## src/tccr_ram.sv

```systemverilog
// tccr_ram: generic single-port synchronous ram, read-first, registered read data
// no dependencies

module tccr_ram #(
    parameter int WIDTH = 8,
    parameter int DEPTH = 256,
    localparam int ADDR_W = $clog2(DEPTH)
) (
    input  logic              clk,
    input  logic [ADDR_W-1:0] addr,
    input  logic              we,
    input  logic [WIDTH-1:0]  wdata,
    output logic [WIDTH-1:0]  rdata
);

    logic [WIDTH-1:0] mem [DEPTH];

    always_ff @(posedge clk)
    begin
        if (we)
        begin
            mem[addr] <= wdata;
        end
        rdata <= mem[addr];
    end

endmodule

```

## config.mk

```make
export PLATFORM = sky130hd
export DESIGN_NAME = tccr_ram
export DESIGN_NICKNAME = d
export VERILOG_FILES = /design/src/tccr_ram.sv
export SDC_FILE = /design/constraint.sdc
export NUM_CORES = 2
export LEC_CHECK = 0
export ABC_AREA = 1
export BUFFER_PORTS_ARGS = -buffer_cell sky130_fd_sc_hd__buf_4
export CORE_MARGIN = 3
export CORE_UTILIZATION = 60
export DETAILED_ROUTE_END_ITERATION = 8
export GPL_TIMING_DRIVEN = 0
export HOLD_SLACK_MARGIN = 0.06
export MAX_ROUTING_LAYER = met4
export PLACE_DENSITY = 0.76
export SLEW_MARGIN = 25
export SYNTH_ARGS = -nofsm -noshare
export SYNTH_HDL_FRONTEND = slang
export SYNTH_SLANG_ARGS = --single-unit
```

## constraint.sdc

```tcl
create_clock -name clk -period 3.79 [get_ports clk]
set_input_delay 0.1895 -clock clk [delete_from_list [all_inputs] [get_ports clk]]
set_output_delay 0.1895 -clock clk [all_outputs]
set_load 0.05 [all_outputs]
```

Word level (Yosys, flattened, before mapping)
Memories as Yosys holds them, arrays and structs flattened. A register that Yosys moved wholly into a read port is not among the register bits.
Index checks and enable logic that the tools add are counted.
Storage, ports and cells
  bits in writable memories: 2048
  memories: 1
  register bits: 0
  logic and storage cells: 3
  output and inout bits: 8
  input port bits: 18
Operators by class
  mux-type cells: 2
Memories
  mem: words 256, width 8, rd ports 1, clocked after Yosys merged registers in 1, wr ports 1, RTL line 16  | logic [WIDTH-1:0] mem [DEPTH];
Operators with widths (number)
  two-way mux 1 bit: 2

Longest topological paths before layout
  depth after elaboration: 2
  mapped depth: 15
  mapped depth without buffers: 13

Worst setup path before layout
Ideal clock, no wire load.
  path kind: input-to-reg
  from: input addr[1]
  to: memory mem[234][0], enable pin
  required time: 3.420 ns
  library setup time: 0.370 ns
  buffers on the path: 4
  stages: 10
  path slack: 1.760 ns
  arrival time: 1.660 ns
  path through: buf_4 > inv_4 > nor2_8 > buf_4 > buf_4 > inv_2 > nor2_1 > nand2_1 > clkbuf_1 > nor2_1
RTL lines
  start: declaration: RTL line 10  | input logic [ADDR_W-1:0] addr,
  end: declaration: RTL line 16
Straight into the memory's write port.

Worst setup path after layout
  from: input addr[5]
  to: memory mem[162][0], enable pin
Straight into the memory's write port.

==> metrics.txt <==
status finished clean; layout cells sized above 1 0.0644; Slew @ Worst Pin between 1000 and 1500 ps; HP Class in -> reg; CTS resizes 0; WP data arrival 3500 ps; Crit Path Category in -> reg; H-tree depth 4; final worst path period share 0.806; vias per std cell 5.79; Avg Cell Area, Syn 10.6 µm²; cells after synthesis roughly 8000; final RePlAce weighted congestion roughly 1; Post-Route WL ~250000 µm; I/O Pins 26; min-delay src addr[7]; synth unique cells 18; commonest non-fill, non-tap cell in the layout nand2_1; WP data required between 4000 and 5000 ps; Initial Utilization 0.606; crit-path max FO 10; Hold EP rdata[5]$_DFF_P_; Setup Skew 29.3 ps; Layout area overhead 11.4%; RSZ-0062 raised after global routing false; # DRC 0; vias after detailed routing 59900; initial DRC count ~8600; final setup fails 0; Die ar. roughly 150000 µm²; largest net degree at the start of global routing 100; leakage power between 30 and 40 nW; Clock transition at path regs ~60 ps; vias in the first global route 56200; placed cell count a little under 10000; slew margin rel. 0.207; Syn Std Cell Area roughly 85000 µm²; area post-placement between 80000 and 90000 µm²; reg2reg end rdata[7]$_DFF_P_; worst hold stages 5; FF-to-FF Start mem[153][7]$_DFFE_PP_; Root Buffer clkbuf_16; remaining antenna violation count 0; GR Overflow Total 0; FP Rows 137; CTS tree yes; register-to-register setup slack between 1000 and 1500 ps; R2R depth 12; drt first pass iters 6; commonest cells after routing, fill and taps aside nand2_1, edfxtp_1, nor2_1, clkbuf_16, clkbuf_1; Die Wd 382 µm; Final #Nets ~8300; number of synthesized register bits just over 2000; sequential area share after synthesis 0.727; Hold Violations, Final 0; post-route minimum period 3050 ps; chip height ~380 µm; fin area approximately 95000 µm²; Layout Cells excl Fill between 10000 and 15000; Total GRT Usage 0.354; peak supply drop 431 µV; Max-cap violations 0; Clk Latency, worst-skew pair 840 ps; # port buffers 23; fmax 327 MHz; syn_nets approximately 8000; Core Footprint 140000 µm²; clock buffer depth 3; Clock Sink Count a little over 2000; setup TNS 0 ps; startpoint types input pin; DP HPWL 174000 µm; WL per Instance 24.4 µm; power density over the cells just over 500 nW/µm²; fin util 0.675; global-route wire length before repair approximately 360000 µm; max-slew violation total from the final report 0; initial antenna violation count 24; Ys Warns 0; CP endpoint kind flop; Inserted Clock Buffers 197
==> Yosys cell counts (all sizes together) <==
master / count / area share
o21ai: 160 / 0.0094
clkbuf: 170 / 0.0075
nor2: 362 / 0.016
buf: 247 / 0.014
edfxtp: 2048 / 0.72
nand2: 4771 / 0.21
inv: 35 / 0.0016
dfxtp: 8 / 0.0019
a21oi: 32 / 0.0019
nand3: 188 / 0.011
==> cell families (layout without fill, tap and decap cells) <==
| group | after synthesis | after routing | share of synthesized area |
|---|---|---|---|
| and+or+nand+nor | 5321 | 5321 | 0.238 |
| DFF | 2056 | 2056 | 0.727 |
| buffers and inverters | 452 | 866 | 0.0236 |
| AOI/OAI and AO/OA | 192 | 192 | 0.0113 |
| other | 0 | 18 | 0 |
==> power breakdown <==
group	switching [W]	total [W]	internal, W	leakage [nW]
registers	0.0000173	0.0251	0.0251	18.5
logic	0.00250	0.00318	0.000676	16.1
clock network	0.00851	0.0194	0.0109	3.10
==> layout make-up <==
| class | count | area, µm² |
|---|---|---|
| flip-flops and latches | 2056 | 61700 |
| fillers | 10100 | 45500 |
| multi-input cells | 5513 | 21200 |
| clock buffers | 233 | 5110 |
| well taps | 1876 | 2350 |
| plain buffers | 417 | 1880 |
| clock inverters | 127 | 1240 |
| repair buffers | 54 | 946 |
| inverters | 35 | 136 |
| diodes | 18 | 45.0 |
==> worst max-delay path by stage <==
stage	from	endpoint	cells after the start
detailed placement	addr[0]	mem[218][6]$_DFFE_PP_	10
floorplan	addr[1]	mem[234][0]$_DFFE_PP_	10
CTS	addr[0]	mem[218][2]$_DFFE_PP_	10
global route	addr[4]	mem[29][3]$_DFFE_PP_	7
finish	addr[5]	mem[162][0]$_DFFE_PP_	6
global placement	addr[0]	mem[190][6]$_DFFE_PP_	10
==> per-layer routing <==
metal | part of all wire | routed length [µm] | GRT usage | vias to the layer above
li1 | - | - | - | 26900
met1 | 0.37 | 92600 | 0.466 | 28400
met2 | 0.45 | 113000 | 0.519 | 3934
met3 | 0.14 | 34200 | 0.101 | 653
met4 | 0.047 | 11800 | 0.152 | 0
met5 | 0 | 0 | - | -
==> critical path: stages <==
cell	delay, ps
buf_4	170
inv_1	50
nor2_1	800
nand3_1	820
clkbuf_1	620
nor2_1	810
==> timing repair <==
| action | CTS | global route |
|---|---|---|
| hold buffers | 8 | 0 |
| hold endpoints to repair | 750 | 0 |
| buffers inserted | 0 | 0 |
==> per-stage QoR <==
stage          setup slack, ps  hold slack, ps  power (W)
2_1_floorplan             1760             288     0.0270
3_3_place_gp             -74.1             646     0.0285
3_5_place_dp              21.4             579     0.0286
4_1_cts                    896             103     0.0475
5_1_grt                    742             172     0.0488
6_report                   736             208     0.0477
==> sequential cells by signal, indices dropped and copies added, names as in the netlist <==
signal and cells:
mem 2048, rdata 8
No activity file was read; power rests on OpenSTA's default activity.
